File: src/rtl/bfiq_pkg.sv
`default_nettype none
package bfiq_pkg;
  localparam int unsigned MAX_FILTER_BITS = 65536;
  localparam int unsigned MAX_PROBES      = 30;
  localparam int unsigned MAX_KEY_LENGTH  = 65535;
  localparam int unsigned MIN_FILTER_BITS = 64;

  localparam logic [31:0] SEED_FIRST  = 32'h9747b28c;
  localparam logic [31:0] SEED_SECOND = 32'h5bd1e995;
  localparam logic [31:0] HASH_MUL    = 32'h5bd1e995;

  localparam logic [1:0] OP_INSERT = 2'd0;
  localparam logic [1:0] OP_QUERY  = 2'd1;
  localparam logic [1:0] OP_CLEAR  = 2'd2;
  localparam logic [1:0] OP_NONE   = 2'd3;

  localparam logic CFG_BITS   = 1'b0;
  localparam logic CFG_PROBES = 1'b1;

  // commands from controller to datapath
  typedef struct packed {
    logic seed;      // load seeds from the beat's length
    logic absorb;    // hash the beat's byte
    logic cap_beat;  // capture the input beat
    logic pinit;     // start the probe sequence
    logic div_start; // start the modulo unit
    logic rd;        // issue a store read
    logic wr;        // write back the set bit
    logic fail;      // record a miss
    logic clr_wr;    // write zero at the sweep address
    logic clr_init;  // rewind the sweep address
    logic pnext;     // advance to the next probe
    logic emit;      // present the result beat
  } bfiq_cmd_t;

  // status from datapath to controller
  typedef struct packed {
    logic div_done;
    logic bit_set;
    logic probes_left;
    logic clr_last;
  } bfiq_sts_t;
endpackage
`default_nettype wire

File: src/rtl/bfiq_ctrl.sv
`default_nettype none
module bfiq_ctrl (
  input  wire                clk,
  input  wire                rst_n,
  input  wire                start,
  input  wire [1:0]          in_operation,
  input  wire [15:0]         in_key_length,
  input  wire                in_last,
  input  wire bfiq_pkg::bfiq_sts_t sts,
  output bfiq_pkg::bfiq_cmd_t     cmd,
  output logic               busy
);
  localparam logic [2:0] S_CLR  = 3'd0;
  localparam logic [2:0] S_IDLE = 3'd1;
  localparam logic [2:0] S_DIV  = 3'd2;
  localparam logic [2:0] S_RD   = 3'd3;
  localparam logic [2:0] S_CHK  = 3'd4;
  localparam logic [2:0] S_DONE = 3'd5;

  logic [2:0] state_r, state_nxt;
  logic       inside_r, inside_nxt;
  logic [1:0] op_r, op_nxt;

  assign busy = (state_r != S_IDLE);

  // sequence one beat: hash, then probes or a clearing sweep
  always_comb begin
    state_nxt  = state_r;
    inside_nxt = inside_r;
    op_nxt     = op_r;
    cmd        = '0;
    unique case (state_r)
      S_CLR: begin
        cmd.clr_wr = 1'b1;
        if (sts.clr_last) begin
          state_nxt = (op_r == bfiq_pkg::OP_CLEAR) ? S_DONE : S_IDLE;
        end
      end
      S_IDLE: begin
        if (start && in_operation != bfiq_pkg::OP_NONE) begin
          op_nxt       = in_operation;
          cmd.cap_beat = 1'b1;
          if (in_operation == bfiq_pkg::OP_CLEAR) begin
            inside_nxt   = 1'b0;
            cmd.clr_init = 1'b1;
            state_nxt    = S_CLR;
          end else begin
            cmd.seed   = !inside_r;
            cmd.absorb = (in_key_length != 16'd0);
            inside_nxt = !in_last;
            if (in_last) begin
              cmd.pinit = 1'b1;
              state_nxt = S_DIV;
            end
          end
        end
      end
      S_DIV: begin
        if (!sts.probes_left) begin
          state_nxt = S_DONE;
        end else begin
          cmd.div_start = 1'b1;
          state_nxt     = S_RD;
        end
      end
      S_RD: begin
        if (sts.div_done) begin
          cmd.rd    = 1'b1;
          state_nxt = S_CHK;
        end
      end
      S_CHK: begin
        cmd.pnext = 1'b1;
        state_nxt = S_DIV;
        if (op_r == bfiq_pkg::OP_INSERT) begin
          cmd.wr = 1'b1;
        end else if (!sts.bit_set) begin
          cmd.fail  = 1'b1;
          state_nxt = S_DONE;
        end
      end
      S_DONE: begin
        cmd.emit  = 1'b1;
        state_nxt = S_IDLE;
      end
      default: state_nxt = S_IDLE;
    endcase
  end

  // state registers; reset runs the clearing sweep
  always_ff @(posedge clk) begin
    if (!rst_n) begin
      state_r  <= S_CLR;
      inside_r <= 1'b0;
      op_r     <= bfiq_pkg::OP_NONE;
    end else begin
      state_r  <= state_nxt;
      inside_r <= inside_nxt;
      op_r     <= op_nxt;
    end
  end
endmodule
`default_nettype wire

File: config.mk
export PLATFORM = sky130hd
export DESIGN_NAME = bfiq_ctrl
export DESIGN_NICKNAME = d
export VERILOG_FILES = /design/src/rtl/bfiq_pkg.sv /design/src/rtl/bfiq_ctrl.sv
export SDC_FILE = /design/constraint.sdc
export NUM_CORES = 1
export LEC_CHECK = 0
export ABC_AREA = 1
export BUFFER_PORTS_ARGS = -buffer_cell sky130_fd_sc_hd__buf_2
export CAP_MARGIN = 15
export CELL_PAD_IN_SITES_DETAIL_PLACEMENT = 1
export CELL_PAD_IN_SITES_GLOBAL_PLACEMENT = 1
export CORE_ASPECT_RATIO = 1.2
export CORE_MARGIN = 2
export CORE_UTILIZATION = 23
export CTS_CLUSTER_SIZE = 10
export DETAILED_ROUTE_END_ITERATION = 10
export GPL_TIMING_DRIVEN = 0
export PLACE_DENSITY_LB_ADDON = 0.1
export SETUP_SLACK_MARGIN = 0.02
export SLEW_MARGIN = 20
export SYNTH_ARGS = -nofsm -noshare
export SYNTH_HDL_FRONTEND = slang
export SYNTH_SLANG_ARGS = --single-unit
File: constraint.sdc
create_clock -name clk -period 1.41 [get_ports clk]
set_input_delay 0.141 -clock clk [delete_from_list [all_inputs] [get_ports clk]]
set_output_delay 0.141 -clock clk [all_outputs]
set_load 0.03 [all_outputs]
==> results of run 1 <==
-- state kept, by name, summed over array words and instances, names as in the netlist --
| register | cells |
|---|---|
| inside_r | 1 |
| op_r | 2 |
| state_r | 3 |
-- power groups by stage --
stage | Sequential [mW] | Combinational [mW] | Clock, mW
final | 0.211 | 0.376 | 0.168
after global routing | 0.214 | 0.415 | 0.184
after CTS | 0.209 | 0.344 | 0.170
after detailed placement | 0.207 | 0.302 | 0
after global placement | 0.206 | 0.301 | 0
after floorplan | 0.202 | 0.209 | 0
-- cell type report --
cell class | instances | area [um^2] | share of cell area
Timing Repair Buffer | 44 | 270 | 0.294
Sequential cell | 6 | 129 | 0.140
Inverter | 16 | 67.6 | 0.0735
Multi-Input combinational cell | 67 | 382 | 0.415
Clock buffer | 3 | 22.5 | 0.0245
Buffer | 1 | 11.3 | 0.0122
Tap cell | 30 | 37.5 | 0.0408
-- what timing repair did --
item | in CTS | in global routing
gates resized for setup | 19 | 18
pin swaps | 6 | 2
gates cloned | 0 | 1
hold buffers | 0 | 0
endpoints found under the setup margin | 7 | 10
buffers inserted | 2 | 3
-- how the worst max path moves through the flow --
| stage | from | to | cells after the start |
|---|---|---|---|
| finish | state_r[0]$_SDFFE_PN0P_ | cmd[11] | 5 |
| detailed placement | state_r[0]$_SDFFE_PN0P_ | cmd[10] | 5 |
| floorplan | state_r[1]$_SDFFE_PN0P_ | cmd[2] | 6 |
| global placement | state_r[1]$_SDFFE_PN0P_ | cmd[10] | 5 |
| global route | state_r[0]$_SDFFE_PN0P_ | cmd[11] | 5 |
| CTS | state_r[0]$_SDFFE_PN0P_ | cmd[11] | 5 |
-- kinds of logic after synthesis --
group | count (synthesis) | share of synthesized area
DFF | 6 | 0.231
and+or+nand+nor | 61 | 0.555
AOI/OAI and AO/OA | 6 | 0.0769
buffers and inverters | 17 | 0.137
-- synthesized netlist by cell type, drive strengths merged --
master   n
a21oi    3
nand4    5
buf      1
nand3    8
o211ai   1
o21bai   1
nand2   20
nor3     2
dfxtp    6
nor2    25
inv     16
nor4     1
o21ai    1
-- per-stage QoR --
step / hold WS (ns) / instances
after floorplan: 0.217 / 90
after global placement: 0.373 / 158
after detailed placement: 0.369 / 158
after CTS: 0.112 / 163
after global routing: 0.114 / 167
final: 0.114 / 167
-- routing by layer --
layer | global-route usage | up-vias
li1 | - | 382
met4 | 0.0714 | 0
met3 | 0.0292 | 4
met1 | 0.182 | 349
met2 | 0.263 | 21
met5 | 0 | -
-- worst reg2reg max path: cells and delay by family (launching register included) --
family / cells / cell delay (ns)
and+or+nand+nor: 6 / 0.56
buffers and inverters: 2 / 0.24
DFF: 1 / 0.36
==> impl_results.md, run 1 <==
- Peak Freq: 0.688 GHz
- Clock network fraction of total power: 0.223
- GP Congestion: 0.801
- Ant diodes: 0
- Tot GR Track Use: 0.157
- Min Tclk post-route: 1.45 ns
- WL final: 1920 um
- IO Pins: 39
- Largest area contributor in the netlist: dfxtp_1
- Largest net degree at the start of global routing: 10
- Vias in the first global route: 729
- R2R Path Start: state_r[0]$_SDFFE_PN0P_
- Yosys top cell area share: 0.231
- Min-Delay Path Class: in -> reg
- Area contributors post-synth: dfxtp_1 23%, nor2_1 14%, nand2_1 13%
- Dpl ws: 0.0637 ns
- Post-Route M1 WL: 712 um
- Leakage: 0.505 nW
- Max layer used: met4
- Via count: 756
- Final HPWL DP: 1460 um
- Worst path required time: 1.27 ns
- Initial drt markers: 6
- Clock Pin Slew Worst Setup and Hold Paths: 0.05 ns
- Endpoints failing setup: 4
- Crit path max-delay family: simple AND/OR/NAND/NOR gates
- Violated checks: negative setup slack
- Layout Nets: 165
- Reg2reg path depth: 8
- Max_slew headroom: 0.863
- IO buf count: 38
- Critical-path cell list: inv_6, nor3_4, nand3_2, nor2_1, buf_4
- Most frequent cells in the layout: 30 x buf_2, 18 x nor2_1, 16 x nand2_1
- Post-synth cell types: 18
- Hold_sp: rst_n
- Synthesized area: 520 um^2
- Unrepaired setup endpoints after global routing: yes
- Setup Crit Path Kind: reg -> out
- Reg2reg setup slack: 0.15 ns
- Antenna violations before repair: 0
- CTS tree: yes
- Wire length on met3: 91 um
- Clock Latency Late Sink: 0.25 ns
- Syn_area_per_cell: 5.78 um^2
- Met2 WL: 1080 um
- GRT Residual Overflow: 0
- Psw: 0.319 mW
- Clock Skew: 0.00117 ns
- Reg power frac: 0.280
- Syn-to-layout area delta: 76.7%
- Initial core utilization: 0.249
- Drt pass-1 iters: 3
- Slowest stage cell on the critical path: dfxtp_4
- TritonCTS Sinks: 6
- Root Driver: clkbuf_4
- Commonest non-fill, non-tap cell in the layout: buf_2
- Worst setup EP type: output pin
- Pins Over Slew Limit: 0
- PnR Total Power: 0.756 mW
- Design area: 920 um^2
- Die height: 56.1 um
- Core ar.: 2090 um^2
- Setup crit start kind: flop
- Vias per inst: 4.53
- Sequential area share after synthesis: 0.231
- Clk buf depth: 2
- CTS Buf Count: 3
- Setup TNS: -0.116 ns
- Period Utilization, post-route: 1.03
- Synth Warn #: 0
- Slowest stage delay, CP: 0.37 ns
- FF-to-FF End: state_r[1]$_SDFFE_PN0P_
- Syn Inst Count: 90
- WHS Endpoint: op_r[0]$_SDFFE_PN1P_
- Fin worst setup slack: -0.0439 ns
- Synth Net Count: 116
- Hold path depth: 2
- # rows: 18
- Worst path bufs/invs: 2
- Peak supply drop: 0.399 mV
- Comb pwr share: 0.497
- Die ar.: 2660 um^2
- CP arrival: 1.31 ns
- Outcome: finished with violations
- H-tree depth: 1
- Post-layout util: 0.439
- Drt wl/cell: 11.5 um
- Post-route ant nets: 0
- Pint: 0.437 mW
- Sw frac: 0.422
- First-pass GRT wire length: 3040 um
- DRC viols: 0
- Share of cells above drive strength 1: 0.518
- Fin. Hold Viols: 0
- Area post-placement: 754 um^2
- Fillcell total: 299
- Worst-path maximum fanout: 5
- Synthesis-stage register bit count: 6
- Chip width: 47.4 um
- Max-capacitance violation count: 0
- Pwr per Cell Area: 822 nW/um^2
- Worst Tran Pin Value: 0.204 ns
(Power assumes the default switching activity.)
==> run 2, diff against run 1 <==
--- a/config.mk
+++ b/config.mk
@@ -16,7 +16,7 @@
 export CTS_CLUSTER_SIZE = 10
 export DETAILED_ROUTE_END_ITERATION = 10
 export GPL_TIMING_DRIVEN = 0
-export PLACE_DENSITY_LB_ADDON = 0.1
+export PLACE_DENSITY = 0.81
 export SETUP_SLACK_MARGIN = 0.02
 export SLEW_MARGIN = 20
 export SYNTH_ARGS = -nofsm -noshare
==> run 2 against run 1 <==
Critical path type unchanged. First-iteration DRC count shrank 33%. The run still ends with negative setup slack left. Non-clock buffer count up 1. Die area is the same. Flip-flop and latch count unchanged. Register-to-register slack got worse by 0.02 ns. Sequential power rose by 2%. Sequential share of layout area shrank 0.15 points. Utilization grew 0.060 points. Global-route usage grew 1.2 points. Clock skew about the same. Fmax is 0.48% lower.
==> impl_results.md, run 2 (same netlist as run 1, synthesis figures left out) <==
- Die height: 56.1 um (unchanged)
- Final HPWL DP: 1550 um (+6.3%)
- Clock Pin Slew Worst Setup and Hold Paths: 0.05 ns (about the same)
- Min-Delay Path Class: in -> reg
- Top Registers: state_r x3, op_r x2, inside_r x1
- Sw frac: 0.424 (+0.00165)
- Hold_sp: rst_n
- Antenna violations before repair: 0 (unchanged)
- Initial core utilization: 0.249 (unchanged)
- Max reg flops: 3 (unchanged)
- # rows: 18 (unchanged)
- R2R Path Start: state_r[1]$_SDFFE_PN0P_
- Comb pwr share: 0.507 (+0.010)
- Min Hold Slack: 0.134 ns (+0.0202 ns)
- Root Driver: clkbuf_4
- Core ar.: 2090 um^2 (unchanged)
- Most frequent cells in the layout: 30 x buf_2, 18 x nor2_1, 17 x nand2_1
- Clk buf depth: 2 (unchanged)
- Post-route ant nets: 0 (unchanged)
- Violated checks: negative setup slack
- Drt wl/cell: 12.3 um (+6.5%)
- Initial drt markers: 4 (-2)
- Pins Over Slew Limit: 0 (unchanged)
- Share of cells above drive strength 1: 0.500 (-0.0182)
- Psw: 0.324 mW (+1.7%)
- Worst Tran Pin Value: 0.245 ns (+0.0402 ns)
- Setup Crit Path Kind: reg -> out
- Endpoints failing setup: 3 (-1)
- IO buf count: 38 (unchanged)
- Hold-fix buffers, CTS: 0 (unchanged)
- Vias per inst: 4.62 (+2.0%)
- Fin worst setup slack: -0.0509 ns (-0.00701 ns)
- TritonCTS Sinks: 6 (unchanged)
- Reg power frac: 0.281 (about the same)
- Via count: 776 (+2.6%)
- Max-capacitance violation count: 0 (unchanged)
- Syn-to-layout area delta: 76.9%
- Outcome: finished with violations
- Top reg by flops: state_r
- Max_slew headroom: 0.837 (-0.0259)
- CTS tree: yes
- Ant diodes: 0 (unchanged)
- CTS Buf Count: 3 (unchanged)
- Leakage: 0.516 nW (+2.1%)
- Fin. Hold Viols: 0 (unchanged)
- Worst-path maximum fanout: 8 (+3)
- GRT Residual Overflow: 0 (unchanged)
- Period Utilization, post-route: 1.04 (+0.00497)
- Worst path required time: 1.27 ns (about the same)
- Drt pass-1 iters: 4 (+1)
- PnR Total Power: 0.766 mW (+1.3%)
- Min Tclk post-route: 1.46 ns (+0.00701 ns)
- Worst setup EP type: output pin
- Unrepaired setup endpoints after global routing: yes
- Peak supply drop: 0.277 mV (-30%)
- Pwr per Cell Area: 832 nW/um^2 (+1.2%)
- Vias in the first global route: 814 (+12%)
- H-tree depth: 1 (unchanged)
- Commonest non-fill, non-tap cell in the layout: buf_2
- DRC viols: 0 (unchanged)
- Slowest stage delay, CP: 0.30 ns (-0.07 ns)
- Peak Freq: 0.684 GHz (-0.48%)
- Pint: 0.441 mW (+1.0%)
- CP arrival: 1.32 ns (about the same)
- Slowest stage cell on the critical path: dfxtp_1
- GP Congestion: 0.856 (+6.9%)
- Clock network fraction of total power: 0.212 (-0.011)
- IO Pins: 39 (unchanged)
- Die ar.: 2660 um^2 (unchanged)
- Clock Latency Late Sink: 0.24 ns (about the same)
- WL final: 2060 um (+7.2%)
- Tot GR Track Use: 0.169 (+0.0116)
- Largest net degree at the start of global routing: 10 (unchanged)
- Layout Nets: 166 (+0.61%)
- Setup crit start kind: flop
- Clock Skew: 0.00120 ns (+0.0000378 ns)
- Critical-path cell list: buf_6, nor3_4, nand3_2, nor2_1, buf_4
- Crit path launch: state_r[1]$_SDFFE_PN0P_
- First-pass GRT wire length: 3310 um (+8.9%)
- Chip width: 47.4 um (unchanged)
-- run 2: critical path, delay by kind of cell (launching register included) --
family | cells | cell delay (ns)
buffers and inverters | 2 | 0.29
AND/OR/NAND/NOR | 3 | 0.48
flip-flops | 1 | 0.30
-- run 2: area by class of cell --
type	count	area (um^2)
Multi-Input combinational cell	67	378
Clock buffer	3	22.5
Sequential cell	6	128
Inverter	16	70.1
Tap cell	30	37.5
Buffer	1	11.3
Timing Repair Buffer	45	274
Fill cell	287	1170
-- run 2: power groups by stage --
stage	sequential [mW]	clock, mW	combinational (mW)
after CTS	0.211	0.167	0.358
after global placement	0.206	0	0.295
after global routing	0.216	0.177	0.423
after floorplan	0.202	0	0.209
final	0.215	0.162	0.388
after detailed placement	0.207	0	0.304
-- run 2: final timing paths --
check	endpoint	slack [ns]	cells past startpoint
worst max register to register	op_r[0]$_SDFFE_PN1P_	0.13	7
worst min-delay path	op_r[0]$_SDFFE_PN1P_	0.13	2
worst min register to register	inside_r$_SDFFE_PN0P_	0.50	2
worst max-delay path	cmd[10]	-0.05	5
-- run 2: stage by stage --
stage	instance area [um^2]	utilization	setup TNS (ns)	worst slack, ns	cells
6_report	921	0.440	-0.110	-0.0509	168
5_1_grt	921	0.440	-0.400	-0.123	168
4_1_cts	865	0.413	-0.00536	-0.00536	165
3_5_place_dp	754	0.360	0	0.0799	158
3_3_place_gp	754	0.360	0	0.0993	158
2_1_floorplan	527	-	0	0.0380	90
-- run 2: what timing repair did --
action                     CTS  global route
setup buffers                4             3
hold endpoints to repair     0             0
resized for setup           20            10
pin swaps                    5             4
setup endpoints to repair    8             8
-- run 2: layer usage --
metal	track usage	vias to the layer above	share of wire
li1	-	382	-
met1	0.183	353	0.35
met2	0.299	37	0.58
met3	0.0260	4	0.057
met4	0.0714	0	0.017
met5	0	-	0
==> run 3, diff against run 2 <==
--- a/config.mk
+++ b/config.mk
@@ -17,7 +17,6 @@
 export DETAILED_ROUTE_END_ITERATION = 10
 export GPL_TIMING_DRIVEN = 0
 export PLACE_DENSITY = 0.81
-export SETUP_SLACK_MARGIN = 0.02
 export SLEW_MARGIN = 20
 export SYNTH_ARGS = -nofsm -noshare
 export SYNTH_HDL_FRONTEND = slang
==> run 3 against run 2 <==
Flip-flop and latch count stayed put. Sequential power hardly changed. Power is 2.4% lower. The run still ends with negative setup slack left. Via count is 2.8% lower. Global-route usage is 0.74 points lower. Hold slack hardly changed. Critical path type unchanged. Wire length is 5.2% lower. Largest power group unchanged. Critical path depth stayed put. Cell area is 2.3% lower.
==> impl_results.md, run 3 (same netlist as run 1, synthesis figures left out) <==
- Outcome: finished with violations
- Violated checks: negative setup slack
- Max-capacitance violation count: 0 (unchanged)
- Antenna violations before repair: 0 (unchanged)
- Drt pass-1 iters: 4 (unchanged)
- Share of cells above drive strength 1: 0.496 (-0.00365)
- Unrepaired setup endpoints after global routing: yes
- Met1 GRT Util: 0.173 (-0.00975)
- IO buf count: 38 (unchanged)
- Hold-fix buffers, CTS: 0 (unchanged)
- Slowest stage delay, CP: 0.30 ns (about the same)
- Dpl ws: 0.0799 ns (unchanged)
- Pwr per Cell Area: 831 nW/um^2 (about the same)
- Crit path max-delay family: simple AND/OR/NAND/NOR gates
- CTS tree: yes
- Max_slew headroom: 0.847 (+0.0102)
- Setup Crit Path Kind: reg -> out
- Vias in the first global route: 804 (-1.2%)
- Max reg flops: 3 (unchanged)
- Initial drt markers: 5 (+1)
- Global Route met2 Usage: 0.286 (-0.0135)
- Clock Pin Slew Worst Setup and Hold Paths: 0.05 ns (about the same)
- Peak Freq: 0.698 GHz (+1.9%)
- Pins Over Slew Limit: 0 (unchanged)
- Worst-path maximum fanout: 8 (unchanged)
- Syn-to-layout area delta: 72.8%
- Worst path bufs/invs: 2 (unchanged)
- Largest net degree at the start of global routing: 10 (unchanged)
- Top reg by flops: state_r
- DRC viols: 0 (unchanged)
- Commonest non-fill, non-tap cell in the layout: buf_2
- Final HPWL DP: 1550 um (unchanged)
- WL final: 1950 um (-5.2%)
- Min-Delay Path Class: in -> reg
- Post-route ant nets: 0 (unchanged)
- Grt met3 use: 0.0260 (unchanged)
- Tot GR Track Use: 0.161 (-0.00736)
- Peak supply drop: 0.272 mV (-1.8%)
- Via count: 754 (-2.8%)
- Core ar.: 2090 um^2 (unchanged)
- GRT Residual Overflow: 0 (unchanged)
- GP Congestion: 0.856 (unchanged)
- Critical-path cell list: buf_6, nor3_4, nand3_2, nor2_1, buf_4
- Worst setup EP type: output pin
- Post-layout util: 0.430 (-0.0102)
- Clock Skew: 0.000355 ns (-0.000849 ns)
- Min Tclk post-route: 1.43 ns (-0.0273 ns)
- Layout Nets: 165 (-0.60%)
- First-pass GRT wire length: 3180 um (-4.0%)
- # rows: 18 (unchanged)
- Worst path required time: 1.27 ns (about the same)
- Setup TNS: -0.0366 ns (+0.0734 ns)
- IO Pins: 39 (unchanged)
- Ant diodes: 0 (unchanged)
- Endpoints failing setup: 2 (-1)
- Gr busiest metal: met2
- Chip width: 47.4 um (unchanged)
- Clk buf depth: 2 (unchanged)
- Leakage: 0.505 nW (-2.0%)
- Worst Tran Pin Value: 0.228 ns (-0.0168 ns)
- Placed cell count: 158 (unchanged)
- Fin worst setup slack: -0.0236 ns (+0.0273 ns)
- H-tree depth: 1 (unchanged)
- Setup crit start kind: flop
- PnR Total Power: 0.748 mW (-2.4%)
- CP arrival: 1.29 ns (-0.03 ns)
- TritonCTS Sinks: 6 (unchanged)
- Die ar.: 2660 um^2 (unchanged)
- Drt wl/cell: 11.7 um (-4.6%)
- Post-Layout Cell Count: 167 (-0.60%)
- Top Registers: state_r x3, op_r x2, inside_r x1
- Die height: 56.1 um (unchanged)
- Period Utilization, post-route: 1.02 (-0.0194)
- Vias per inst: 4.51 (-2.3%)
- Clock Latency Late Sink: 0.24 ns (about the same)
- Most frequent cells in the layout: 31 x buf_2, 18 x nor2_1, 17 x nand2_1
- CTS Buf Count: 3 (unchanged)
- Root Driver: clkbuf_4
- Slowest stage cell on the critical path: dfxtp_1
- Initial core utilization: 0.249 (unchanged)
- Fin. Hold Viols: 0 (unchanged)
-- run 3: metal layers --
layer / up-vias / part of all wire
li1: 379 / -
met1: 336 / 0.36
met2: 35 / 0.57
met3: 4 / 0.059
met4: 0 / 0.018
met5: - / 0
-- run 3: repair_timing --
| item | CTS | global route |
|---|---|---|
| setup buffers | 2 | 4 |
| endpoints found under the setup margin | 6 | 7 |
| gates resized for setup | 18 | 8 |
| pin swaps | 3 | 5 |
-- run 3: layout make-up --
type                       count  area, um^2
buffer                         1        11.3
tap                           30        37.5
fill                         290        1190
timing repair buffer          44         264
multi-input combinational     67         369
clock buffer                   3        22.5
inverter                      16        67.6
sequential                     6         128
-- run 3: power breakdown --
group	total (mW)	internal, mW	switching, mW
Clock	0.162	0.0965	0.0653
Sequential	0.212	0.188	0.0238
Combinational	0.374	0.151	0.223
Total	0.748	0.435	0.312
-- run 3: final timing paths --
| kind | to | slack [ns] | depth (start not counted) | start |
|---|---|---|---|---|
| worst min-delay path | op_r[0]$_SDFFE_PN1P_ | 0.13 | 2 | rst_n |
| worst max register to register | op_r[0]$_SDFFE_PN1P_ | 0.15 | 7 | state_r[1]$_SDFFE_PN0P_ |
| worst min register to register | inside_r$_SDFFE_PN0P_ | 0.50 | 2 | inside_r$_SDFFE_PN0P_ |
| worst max-delay path | cmd[10] | -0.02 | 5 | state_r[1]$_SDFFE_PN0P_ |
-- run 3: metrics by stage --
stage,hold WS [ns],area [um^2]
finish,0.134,900
global route,0.148,900
CTS,0.126,847
detailed placement,0.382,754
global placement,0.374,754
floorplan,0.217,527
